**src/rtl/vmpc_pkg.sv**
```systemverilog
// vmpc_pkg: types, constants and small helpers of the vibration motor pattern controller
// used by vmpc_slow, vmpc_core and vibration_motor_pattern_controller_unit
`default_nettype none

package vmpc_pkg;

   localparam logic [6:0] TICKS_PER_STEP = 7'd100;
   localparam logic [6:0] PWM_PERIOD     = 7'd100;

   localparam logic [7:0] HOLD_MIN   = 8'd8;
   localparam logic [7:0] HOLD_MAX   = 8'd200;
   localparam logic [7:0] IDLE_LIMIT = 8'd200;

   localparam logic [6:0] FLASH_STEPS  = 7'd100;
   localparam logic [6:0] BLINK_PERIOD = 7'd100;
   localparam logic [6:0] BLINK_ON     = 7'd50;

   localparam int KEY_COUNT  = 5;
   localparam int KEY_POWER  = 0;
   localparam int KEY_MODE_A = 1;
   localparam int KEY_MODE_B = 2;
   localparam int KEY_FASTER = 3;
   localparam int KEY_SLOWER = 4;

   localparam logic [1:0] CH_OFF = 2'd0;
   localparam logic [1:0] CH_A   = 2'd1;
   localparam logic [1:0] CH_B   = 2'd2;

   localparam logic [2:0] SPEED_OFF = 3'd0;
   localparam logic [2:0] SPEED_MIN = 3'd1;
   localparam logic [2:0] SPEED_MAX = 3'd5;

   localparam logic [2:0] RHYTHM_OFF    = 3'd0;
   localparam logic [2:0] RHYTHM_STEADY = 3'd1;
   localparam logic [2:0] RHYTHM_PULSE  = 3'd2;
   localparam logic [2:0] RHYTHM_SHORT  = 3'd3;
   localparam logic [2:0] RHYTHM_BURST  = 3'd4;
   localparam logic [2:0] RHYTHM_WAVE   = 3'd5;

   localparam logic [9:0] PULSE_PERIOD = 10'd39;
   localparam logic [9:0] PULSE_ON     = 10'd17;
   localparam logic [9:0] SHORT_PERIOD = 10'd18;
   localparam logic [9:0] SHORT_ON     = 10'd8;
   localparam logic [9:0] BURST_PERIOD = 10'd259;
   localparam logic [9:0] BURST_SOLID  = 10'd170;
   localparam logic [5:0] BURST_MOD    = 6'd17;
   localparam logic [5:0] BURST_ON_GT  = 6'd9;
   localparam logic [9:0] WAVE_PERIOD  = 10'd889;
   localparam logic [9:0] WAVE_HOLD    = 10'd680;
   localparam logic [9:0] WAVE_FIRST   = 10'd237;
   localparam logic [5:0] WAVE_MOD_LO  = 6'd35;
   localparam logic [5:0] WAVE_ON_GT   = 6'd30;
   localparam logic [5:0] WAVE_MOD_HI  = 6'd63;
   localparam logic [5:0] WAVE_OFF_GT  = 6'd26;

   // floor reciprocals scaled by 2^16
   localparam logic [15:0] BURST_RECIP   = 16'(65536 / 17);
   localparam logic [15:0] WAVE_RECIP_LO = 16'(65536 / 35);
   localparam logic [15:0] WAVE_RECIP_HI = 16'(65536 / 63);

   typedef struct packed {
      logic [KEY_COUNT-1:0] keys;
      logic                 charging;
      logic                 charge_full;
   } vmpc_tick_type;

   typedef struct packed {
      logic [1:0]                power_channel;
      logic [2:0]                speed_level;
      logic [2:0]                rhythm_mode;
      logic [6:0]                duty_level;
      logic                      motor_gate;
      logic [9:0]                pattern_time;
      logic [KEY_COUNT-1:0][7:0] key_hold_counts;
      logic [6:0]                led_timer;
      logic [7:0]                idle_count;
      logic                      led_latch;
   } vmpc_ctrl_type;

   typedef struct packed {
      logic motor_a_drive;
      logic motor_b_drive;
      logic led_on;
      logic sleep_request;
   } vmpc_result_type;

   function automatic logic [6:0] duty_of(input logic [2:0] speed);
      logic [6:0] duty;
      case (speed)
         3'd1:    duty = 7'd35;
         3'd2:    duty = 7'd50;
         3'd3:    duty = 7'd65;
         3'd4:    duty = 7'd80;
         3'd5:    duty = 7'd100;
         default: duty = 7'd0;
      endcase
      return duty;
   endfunction

endpackage

`default_nettype wire

```
**src/rtl/vmpc_slow.sv**
```systemverilog
// vmpc_slow: combinational slow step (led, key release, channel/speed/rhythm, idle)
// depends on vmpc_pkg
`default_nettype none

module vmpc_slow (
   input  wire vmpc_pkg::vmpc_ctrl_type cur,
   input  wire vmpc_pkg::vmpc_tick_type tk,
   output vmpc_pkg::vmpc_ctrl_type      nxt,
   output logic                         sleep_pulse
);

   function automatic logic [7:0] key_hold(input logic [7:0] cnt, input logic level);
      logic [7:0] sum;
      sum = cnt + 8'd1;
      if (!level) begin
         sum = '0;
      end else if (sum >= vmpc_pkg::HOLD_MAX) begin
         sum = vmpc_pkg::HOLD_MAX;
      end
      return sum;
   endfunction

   function automatic logic [2:0] next_mode(input logic [2:0] mode);
      logic [2:0] m;
      if (mode >= vmpc_pkg::RHYTHM_WAVE) begin
         m = vmpc_pkg::RHYTHM_STEADY;
      end else begin
         m = mode + 3'd1;
      end
      return m;
   endfunction

   // remainder by a constant through a scaled reciprocal and one correction
   function automatic logic [5:0] mod_const(input logic [9:0] t, input logic [5:0] d,
                                             input logic [15:0] m);
      logic [25:0] prod;
      logic [9:0]  q;
      logic [9:0]  r;
      prod = t * m;
      q    = prod[25:16];
      r    = t - 10'(q * d);
      if (r >= {4'd0, d}) begin
         r = r - {4'd0, d};
      end
      return r[5:0];
   endfunction

   vmpc_pkg::vmpc_ctrl_type               mid;
   logic [6:0]                            blink_phase;
   logic [vmpc_pkg::KEY_COUNT-1:0]        rel;
   logic [9:0]                            pt_step;
   logic [9:0]                            pt_wrap;
   logic [5:0]                            rem_burst;
   logic [5:0]                            rem_lo;
   logic [5:0]                            rem_hi;
   logic [7:0]                            idle_step;

   // led and keys
   always_comb begin
      mid         = cur;
      blink_phase = cur.led_timer + 7'd1;
      rel         = '0;
      if (tk.charging) begin
         if (tk.charge_full) begin
            mid.led_latch = 1'b1;
         end else begin
            if (blink_phase >= vmpc_pkg::BLINK_PERIOD) begin
               blink_phase = '0;
            end
            mid.led_timer = blink_phase;
            mid.led_latch = blink_phase < vmpc_pkg::BLINK_ON;
         end
      end else if (cur.led_timer != 7'd0) begin
         mid.led_latch = 1'b1;
         mid.led_timer = cur.led_timer - 7'd1;
      end else begin
         mid.led_latch = 1'b0;
      end

      rel[vmpc_pkg::KEY_POWER] = !tk.keys[vmpc_pkg::KEY_POWER] &&
         (cur.key_hold_counts[vmpc_pkg::KEY_POWER] >= vmpc_pkg::HOLD_MIN);
      mid.key_hold_counts[vmpc_pkg::KEY_POWER] =
         key_hold(cur.key_hold_counts[vmpc_pkg::KEY_POWER], tk.keys[vmpc_pkg::KEY_POWER]);
      if (rel[vmpc_pkg::KEY_POWER]) begin
         mid.led_timer = vmpc_pkg::FLASH_STEPS;
         if (cur.power_channel != vmpc_pkg::CH_OFF) begin
            mid.power_channel = vmpc_pkg::CH_OFF;
            mid.speed_level   = vmpc_pkg::SPEED_OFF;
            mid.rhythm_mode   = vmpc_pkg::RHYTHM_OFF;
         end else begin
            mid.power_channel = vmpc_pkg::CH_A;
            mid.speed_level   = vmpc_pkg::SPEED_MIN;
            mid.rhythm_mode   = vmpc_pkg::RHYTHM_STEADY;
         end
      end

      if (mid.power_channel != vmpc_pkg::CH_OFF) begin
         for (int i = vmpc_pkg::KEY_MODE_A; i < vmpc_pkg::KEY_COUNT; i++) begin
            rel[i] = !tk.keys[i] && (cur.key_hold_counts[i] >= vmpc_pkg::HOLD_MIN);
            mid.key_hold_counts[i] = key_hold(cur.key_hold_counts[i], tk.keys[i]);
         end
         if (rel[vmpc_pkg::KEY_MODE_A]) begin
            mid.led_timer = vmpc_pkg::FLASH_STEPS;
            if (mid.power_channel == vmpc_pkg::CH_A) begin
               mid.pattern_time = '0;
               mid.rhythm_mode  = next_mode(mid.rhythm_mode);
            end else begin
               mid.power_channel = vmpc_pkg::CH_A;
            end
         end
         if (rel[vmpc_pkg::KEY_MODE_B]) begin
            mid.led_timer = vmpc_pkg::FLASH_STEPS;
            if (mid.power_channel == vmpc_pkg::CH_B) begin
               mid.pattern_time = '0;
               mid.rhythm_mode  = next_mode(mid.rhythm_mode);
            end else begin
               mid.power_channel = vmpc_pkg::CH_B;
            end
         end
         if (rel[vmpc_pkg::KEY_FASTER]) begin
            mid.led_timer = vmpc_pkg::FLASH_STEPS;
            if (mid.speed_level >= vmpc_pkg::SPEED_MAX) begin
               mid.speed_level = vmpc_pkg::SPEED_MAX;
            end else begin
               mid.speed_level = mid.speed_level + 3'd1;
            end
         end
         if (rel[vmpc_pkg::KEY_SLOWER]) begin
            mid.led_timer = vmpc_pkg::FLASH_STEPS;
            if (mid.speed_level > vmpc_pkg::SPEED_MIN) begin
               mid.speed_level = mid.speed_level - 3'd1;
            end else begin
               mid.speed_level = vmpc_pkg::SPEED_MIN;
            end
         end
      end
   end

   // rhythm position
   assign pt_step = mid.pattern_time + 10'd1;

   always_comb begin
      case (mid.rhythm_mode)
         vmpc_pkg::RHYTHM_PULSE:
            pt_wrap = (pt_step >= vmpc_pkg::PULSE_PERIOD) ? '0 : pt_step;
         vmpc_pkg::RHYTHM_SHORT:
            pt_wrap = (pt_step >= vmpc_pkg::SHORT_PERIOD) ? '0 : pt_step;
         vmpc_pkg::RHYTHM_BURST:
            pt_wrap = (pt_step >= vmpc_pkg::BURST_PERIOD) ? '0 : pt_step;
         vmpc_pkg::RHYTHM_WAVE:
            pt_wrap = (pt_step >= vmpc_pkg::WAVE_PERIOD) ? '0 : pt_step;
         default:
            pt_wrap = pt_step;
      endcase
   end

   assign rem_burst = mod_const(pt_wrap, vmpc_pkg::BURST_MOD, vmpc_pkg::BURST_RECIP);
   assign rem_lo    = mod_const(pt_wrap, vmpc_pkg::WAVE_MOD_LO, vmpc_pkg::WAVE_RECIP_LO);
   assign rem_hi    = mod_const(pt_wrap, vmpc_pkg::WAVE_MOD_HI, vmpc_pkg::WAVE_RECIP_HI);
   assign idle_step = mid.idle_count + 8'd1;

   // duty, gate, idle
   always_comb begin
      nxt         = mid;
      sleep_pulse = 1'b0;
      if (mid.power_channel != vmpc_pkg::CH_OFF) begin
         if (mid.speed_level >= vmpc_pkg::SPEED_MIN && mid.speed_level <= vmpc_pkg::SPEED_MAX) begin
            nxt.duty_level = vmpc_pkg::duty_of(mid.speed_level);
         end
         case (mid.rhythm_mode)
            vmpc_pkg::RHYTHM_STEADY: begin
               nxt.motor_gate = 1'b1;
            end
            vmpc_pkg::RHYTHM_PULSE: begin
               nxt.pattern_time = pt_wrap;
               nxt.motor_gate   = pt_wrap < vmpc_pkg::PULSE_ON;
            end
            vmpc_pkg::RHYTHM_SHORT: begin
               nxt.pattern_time = pt_wrap;
               nxt.motor_gate   = pt_wrap < vmpc_pkg::SHORT_ON;
            end
            vmpc_pkg::RHYTHM_BURST: begin
               nxt.pattern_time = pt_wrap;
               nxt.motor_gate   = (pt_wrap > vmpc_pkg::BURST_SOLID) ||
                                  (rem_burst > vmpc_pkg::BURST_ON_GT);
            end
            vmpc_pkg::RHYTHM_WAVE: begin
               nxt.pattern_time = pt_wrap;
               if (pt_wrap > vmpc_pkg::WAVE_HOLD) begin
                  nxt.motor_gate = 1'b1;
               end else if (pt_wrap < vmpc_pkg::WAVE_FIRST) begin
                  nxt.motor_gate = rem_lo > vmpc_pkg::WAVE_ON_GT;
               end else if (pt_wrap < vmpc_pkg::WAVE_HOLD) begin
                  nxt.motor_gate = rem_hi <= vmpc_pkg::WAVE_OFF_GT;
               end
            end
            default: begin
            end
         endcase
      end
      if (mid.power_channel == vmpc_pkg::CH_OFF &&
          mid.key_hold_counts[vmpc_pkg::KEY_POWER] == 8'd0) begin
         if (idle_step > vmpc_pkg::IDLE_LIMIT) begin
            nxt.idle_count = '0;
            sleep_pulse    = 1'b1;
         end else begin
            nxt.idle_count = idle_step;
         end
      end
   end

endmodule

`default_nettype wire

```
**src/rtl/vmpc_core.sv**
```systemverilog
// vmpc_core: controller state registers, tick divider and motor pwm
// depends on vmpc_pkg and vmpc_slow
`default_nettype none

module vmpc_core (
   input  wire logic                      clock,
   input  wire logic                      reset,
   input  wire logic                      advance,
   input  wire vmpc_pkg::vmpc_tick_type   tk,
   output vmpc_pkg::vmpc_result_type      res
);

   logic [6:0]              tick_divider_ff;
   logic [6:0]              tick_divider_in;
   logic [6:0]              pwm_phase_ff;
   logic [6:0]              pwm_phase_in;
   logic                    drive_a_ff;
   logic                    drive_a_in;
   logic                    drive_b_ff;
   logic                    drive_b_in;
   vmpc_pkg::vmpc_ctrl_type ctrl_ff;
   vmpc_pkg::vmpc_ctrl_type ctrl_in;

   vmpc_pkg::vmpc_ctrl_type slow_ctrl;
   logic                    slow_sleep;
   logic [6:0]              tick_step;
   logic                    step_due;
   logic                    running;
   logic                    pwm_on;
   logic                    drive_a_mid;
   logic                    drive_b_mid;

   vmpc_slow u_slow (
      .cur         (ctrl_ff),
      .tk          (tk),
      .nxt         (slow_ctrl),
      .sleep_pulse (slow_sleep)
   );

   always_comb begin
      tick_step       = tick_divider_ff + 7'd1;
      step_due        = tick_step >= vmpc_pkg::TICKS_PER_STEP;
      tick_divider_in = step_due ? '0 : tick_step;

      running = (ctrl_ff.power_channel != vmpc_pkg::CH_OFF) && ctrl_ff.motor_gate;
      pwm_on  = pwm_phase_ff < ctrl_ff.duty_level;
      if (running) begin
         pwm_phase_in = ((pwm_phase_ff >= vmpc_pkg::PWM_PERIOD) ? 7'd0 : pwm_phase_ff) + 7'd1;
      end else begin
         pwm_phase_in = pwm_phase_ff;
      end
      drive_a_mid = (running && ctrl_ff.power_channel == vmpc_pkg::CH_A) ? pwm_on : drive_a_ff;
      drive_b_mid = (running && ctrl_ff.power_channel != vmpc_pkg::CH_A) ? pwm_on : drive_b_ff;

      ctrl_in = step_due ? slow_ctrl : ctrl_ff;

      // unselected or gated motor held off
      drive_a_in = drive_a_mid && ctrl_in.motor_gate &&
                   (ctrl_in.power_channel == vmpc_pkg::CH_A);
      drive_b_in = drive_b_mid && ctrl_in.motor_gate &&
                   (ctrl_in.power_channel == vmpc_pkg::CH_B);

      res.motor_a_drive = drive_a_in;
      res.motor_b_drive = drive_b_in;
      res.led_on        = ctrl_in.led_latch;
      res.sleep_request = step_due && slow_sleep;
   end

   always_ff @(posedge clock) begin
      if (reset) begin
         tick_divider_ff <= '0;
         pwm_phase_ff    <= '0;
         drive_a_ff      <= 1'b0;
         drive_b_ff      <= 1'b0;
         ctrl_ff         <= '0;
      end else if (advance) begin
         tick_divider_ff <= tick_divider_in;
         pwm_phase_ff    <= pwm_phase_in;
         drive_a_ff      <= drive_a_in;
         drive_b_ff      <= drive_b_in;
         ctrl_ff         <= ctrl_in;
      end
   end

endmodule

`default_nettype wire

```
**src/rtl/vibration_motor_pattern_controller_unit.sv**
```systemverilog
// vibration_motor_pattern_controller_unit: top level, input beat register and result register
// depends on vmpc_pkg and vmpc_core
// an input beat is held in the input beat register; its result enters the result register on advance
// throughput: one beat per cycle while the result register is free or rsp_ready is high
// the input register refills while a result beat waits on rsp_ready only if it is empty
// reset: synchronous, active high; clears all controller state and both valid flags
`default_nettype none

module vibration_motor_pattern_controller_unit (
   input  wire logic clock,
   input  wire logic reset,
   input  wire logic req_valid,
   output logic      req_ready,
   input  wire logic req_key_power,
   input  wire logic req_key_mode_a,
   input  wire logic req_key_mode_b,
   input  wire logic req_key_faster,
   input  wire logic req_key_slower,
   input  wire logic req_charging,
   input  wire logic req_charge_full,
   output logic      rsp_valid,
   input  wire logic rsp_ready,
   output logic      rsp_motor_a_drive,
   output logic      rsp_motor_b_drive,
   output logic      rsp_led_on,
   output logic      rsp_sleep_request
);

   logic                      in_valid_ff;
   logic                      in_valid_in;
   vmpc_pkg::vmpc_tick_type   in_beat_ff;
   vmpc_pkg::vmpc_tick_type   in_beat_in;
   logic                      rsp_valid_ff;
   logic                      rsp_valid_in;
   vmpc_pkg::vmpc_result_type rsp_beat_ff;
   vmpc_pkg::vmpc_result_type core_res;
   logic                      advance;
   logic                      req_take;

   vmpc_core u_core (
      .clock   (clock),
      .reset   (reset),
      .advance (advance),
      .tk      (in_beat_ff),
      .res     (core_res)
   );

   always_comb begin
      advance   = in_valid_ff && (!rsp_valid_ff || rsp_ready);
      req_ready = !in_valid_ff || advance;
      req_take  = req_valid && req_ready;

      in_beat_in.keys[vmpc_pkg::KEY_POWER]  = req_key_power;
      in_beat_in.keys[vmpc_pkg::KEY_MODE_A] = req_key_mode_a;
      in_beat_in.keys[vmpc_pkg::KEY_MODE_B] = req_key_mode_b;
      in_beat_in.keys[vmpc_pkg::KEY_FASTER] = req_key_faster;
      in_beat_in.keys[vmpc_pkg::KEY_SLOWER] = req_key_slower;
      in_beat_in.charging                   = req_charging;
      in_beat_in.charge_full                = req_charge_full;

      in_valid_in  = req_take || (in_valid_ff && !advance);
      rsp_valid_in = advance || (rsp_valid_ff && !rsp_ready);
   end

   always_ff @(posedge clock) begin
      if (reset) begin
         in_valid_ff  <= 1'b0;
         rsp_valid_ff <= 1'b0;
      end else begin
         in_valid_ff  <= in_valid_in;
         rsp_valid_ff <= rsp_valid_in;
      end
   end

   always_ff @(posedge clock) begin
      if (req_take) begin
         in_beat_ff <= in_beat_in;
      end
      if (advance) begin
         rsp_beat_ff <= core_res;
      end
   end

   assign rsp_valid         = rsp_valid_ff;
   assign rsp_motor_a_drive = rsp_beat_ff.motor_a_drive;
   assign rsp_motor_b_drive = rsp_beat_ff.motor_b_drive;
   assign rsp_led_on        = rsp_beat_ff.led_on;
   assign rsp_sleep_request = rsp_beat_ff.sleep_request;

endmodule

`default_nettype wire

```
**config.mk**
```make
export PLATFORM = sky130hd
export DESIGN_NAME = vibration_motor_pattern_controller_unit
export DESIGN_NICKNAME = d
export VERILOG_FILES = /design/src/rtl/vmpc_pkg.sv /design/src/rtl/vmpc_slow.sv /design/src/rtl/vmpc_core.sv /design/src/rtl/vibration_motor_pattern_controller_unit.sv
export SDC_FILE = /design/constraint.sdc
export NUM_CORES = 1
export LEC_CHECK = 0
export BUFFER_PORTS_ARGS = -buffer_cell sky130_fd_sc_hd__buf_2
export CORE_MARGIN = 2
export CORE_UTILIZATION = 35
export CTS_CLUSTER_DIAMETER = 60
export DETAILED_ROUTE_END_ITERATION = 16
export PLACE_DENSITY_LB_ADDON = 0.15
export SYNTH_ARGS = -nofsm -noshare
export SYNTH_HDL_FRONTEND = slang
export SYNTH_SLANG_ARGS = --single-unit
```
**constraint.sdc**
```tcl
create_clock -name clock -period 13.9 [get_ports clock]
set_clock_uncertainty 0.05 [all_clocks]
set_input_delay 2.78 -clock clock [delete_from_list [all_inputs] [get_ports clock]]
set_output_delay 2.78 -clock clock [all_outputs]
set_load 0.1 [all_outputs]
```
==> results.toml <==
[power_and_ir_drop]
p_int_uw = 484
leakage_uw = 0.00691
switching_share_pct = 23.3
p_comb_share_pct = 3.3
power_uw = 630
p_clk_share_pct = 45.0
switchingPower_uw = 147
powerDensity_nw_per_um2 = 41.2
seq_power_share_pct = 51.7
irDropWorstVdd_mv = 0.0591

[timing]
hold_violations = 0
finalCritPeriodShare_pct = 93.3
period_needed_ns = 12.97
grt_setup_unrepaired = "false"
max_freq_ghz = 0.0771
worst-slew-pin-transition_ns = 1.05
drv_slew = 0
fin_tns_setup_ns = 0
finalWorstSetupSlack_ns = 0.935
maxSlewHeadroom_pct = 29.6
finalSetupViolations = 0

[placement]
gp_congestion = 0.863
portBuffers = 16
post-place-cells = 2319
dp_slack_ns = 0.839
dp_hpwl_mm = 28.6

[drt]
drc_errors = 0
dr.pass1.iters = 5
dr_total_vias = 12300
wire_per_inst_um = 15.6
drt_iter0_markers = 601
avgViaCountPerCell = 5.27
drtAntennaViolNets = 0
wl_mm = 36.4

[global_routing]
antenna_found_initial = 0
grt_max_degree = 55
grt_use_total_pct = 17.5
grt_pass1_wl_mm = 59.9
grt.overflow.total = 0
grt_pass1_vias = 11700

[clocking]
cts-resized-gates = 0
clkLatencyLatePin_ns = 0.37
cts.clk_slew.worst_paths_ns = 0.07
cts_root_buf = "clkbuf_16"
max-clock-path-buffers = 2
cts.htree.levels = 3
clock-sinks = 110
cts_tree = "yes"
cts_buffers = 9

[finish]
n_antenna_cell = 0
nFillCells = 4198
final_cells = 2340
drive_gt1_share_pct = 6.08
area_growth_pct = 7.00
utilization_pct = 37.7
nets = 2104

[logic_synthesis]
synth_edf_count = 11
synth_warnings = 0
synth_top_area_share_pct = 20.0
syn-num-nets = 2111
synth_area_leaders = "ha_1 (20%), dfxtp_1 (14%), fa_1 (8.7%)"
ys_types = 103
yosysTopAreaCell = "ha_1"
synthCells = 1810
synth.ff_latch_count = 110
synth.most_common_cell = "ha_1"
synth_commonest_cells = "ha_1 (228), nor2_1 (207), inv_1 (195)"
synth.cell_area_um2 = 14300
synthArstFlopShare_pct = 0
syn_area_per_cell_um2 = 7.89
synthFlopType = "dfxtp_1"
synth_seq_area_share_pct = 16.2

[worst_setup_path]
worstPathRequired_ns = 14.08
crit_arrival_ns = 13.15
worstSetupStartpointType = "flip-flop"
cp_common_cell = "inv_1"
reg2regPathDepth = 52
worst_path_largest_cell_delay_ns = 0.64
reg2reg_slack_ns = 0.93
r2r_start = "u_core.ctrl_ff[37]"
path_class = "reg2reg"
endpoint_kind = "flip-flop"
path_max_fanout = 18
cp_slowest_cell = "or4b_2"
regToRegEndpoint = "u_core.ctrl_ff[66]"

[status]
outcome = "finished, final reports clean"

[floorplan]
dieWidth_um = 206
num_rows = 74
coreArea_um2 = 40600
dieArea_um2 = 42400
die_h_um = 206
initial_core_util_pct = 35.2
pin_count = 17

[run]
max_cap_violations = 0

[hold_path]
worstHoldStart = "u_core.ctrl_ff[0]"
min_to = "u_core.ctrl_ff[0]"
hold_path_depth = 2
holdCritPathClass = "reg2reg"
repair_timing:
item | CTS | global route
hold buffers | 0 | 0
endpoints found under the setup margin | 0 | 1
endpoints found under the hold margin | 0 | 0
buffers inserted | 0 | 5
placed cells by master (no fill, tap or decap), drive strengths merged, types with 49 or more instances in the layout:
cell   count
nand3     57
a21oi    130
xnor2     51
o21ai     96
dfxtp     99
ha       228
inv      199
nor3      49
fa        62
nor2     210
nand2    140
kinds of logic (layout without fill, tap and decap cells):
kind of cell               count (synthesis)  in the layout  synth area share, %
AOI/OAI and AO/OA                        428            428                 20.2
DFF                                      110            110                 16.2
buffers and inverters                    256            254                 6.95
xor gates and xnor gates                  80             80                 5.00
muxes                                     20             20                 1.52
adders and majority gates                290            290                 28.7
and+or+nand+nor                          626            626                 21.5
state kept, by name, summed over array words and instances (netlist names):
| register | count |
|---|---|
| in_valid_ff | 1 |
| u_core.tick_divider_ff | 7 |
| u_core.drive_a_ff | 1 |
| u_core.ctrl_ff | 81 |
| rsp_sleep_request | 1 |
| rsp_motor_a_drive | 1 |
| rsp_motor_b_drive | 1 |
| u_core.drive_b_ff | 1 |
| in_beat_ff | 7 |
| rsp_led_on | 1 |
| rsp_valid | 1 |
| u_core.pwm_phase_ff | 7 |
worst max path at each step:
stage | startpoint | to | slack, ns
after global placement | u_core.ctrl_ff[37] | u_core.ctrl_ff[66] | 0.89
final | u_core.ctrl_ff[37] | u_core.ctrl_ff[66] | 0.93
after floorplan | u_core.ctrl_ff[19] | u_core.ctrl_ff[66] | 1.71
after CTS | u_core.ctrl_ff[37] | u_core.ctrl_ff[66] | 0.75
after detailed placement | u_core.ctrl_ff[37] | u_core.ctrl_ff[66] | 0.84
after global routing | u_core.ctrl_ff[37] | u_core.ctrl_ff[66] | 0.07
power groups by stage:
stage	sequential (µW)	clock [µW]	combinational, µW
6_report	326	284	20.7
5_1_grt	326	308	22.4
4_1_cts	326	295	21.2
3_5_place_dp	333	0	21.1
3_3_place_gp	333	0	21.2
2_1_floorplan	337	0	10.1
worst max-delay path, delay by kind of cell (launching register included):
kind / cells / cell delay, ns
xor gates and xnor gates: 1 / 0.37
and+or+nand+nor: 13 / 2.53
adders and majority gates: 10 / 3.70
buffers and inverters: 10 / 1.10
DFF: 1 / 0.45
AOI/OAI and AO/OA: 18 / 4.59
area by class of cell:
class	instances	area (µm²)	share of cell area, %
Tap cell	532	666	4.35
Inverter	199	747	4.89
Timing Repair Buffer	39	255	1.67
Clock buffer	9	225	1.47
Multi-Input combinational cell	1444	11000	71.9
Clock inverter	7	87.6	0.573
Sequential cell	110	2310	15.1
per-stage QoR:
step,instance area [µm²],hold WS (ns)
after floorplan,14300,0.387
after global placement,14900,0.393
after detailed placement,14900,0.412
after CTS,15200,0.423
after global routing,15300,0.450
final,15300,0.421
metal layers:
| metal | wire, µm | part of all wire (%) | GRT usage, % |
|---|---|---|---|
| met1 | 17500 | 48 | 23.2 |
| met2 | 17400 | 48 | 30.4 |
| met3 | 877 | 2.4 | 1.64 |
| met4 | 626 | 1.7 | 4.64 |
| met5 | 0 | 0 | 0 |
Power figures use the tool's default switching activity.
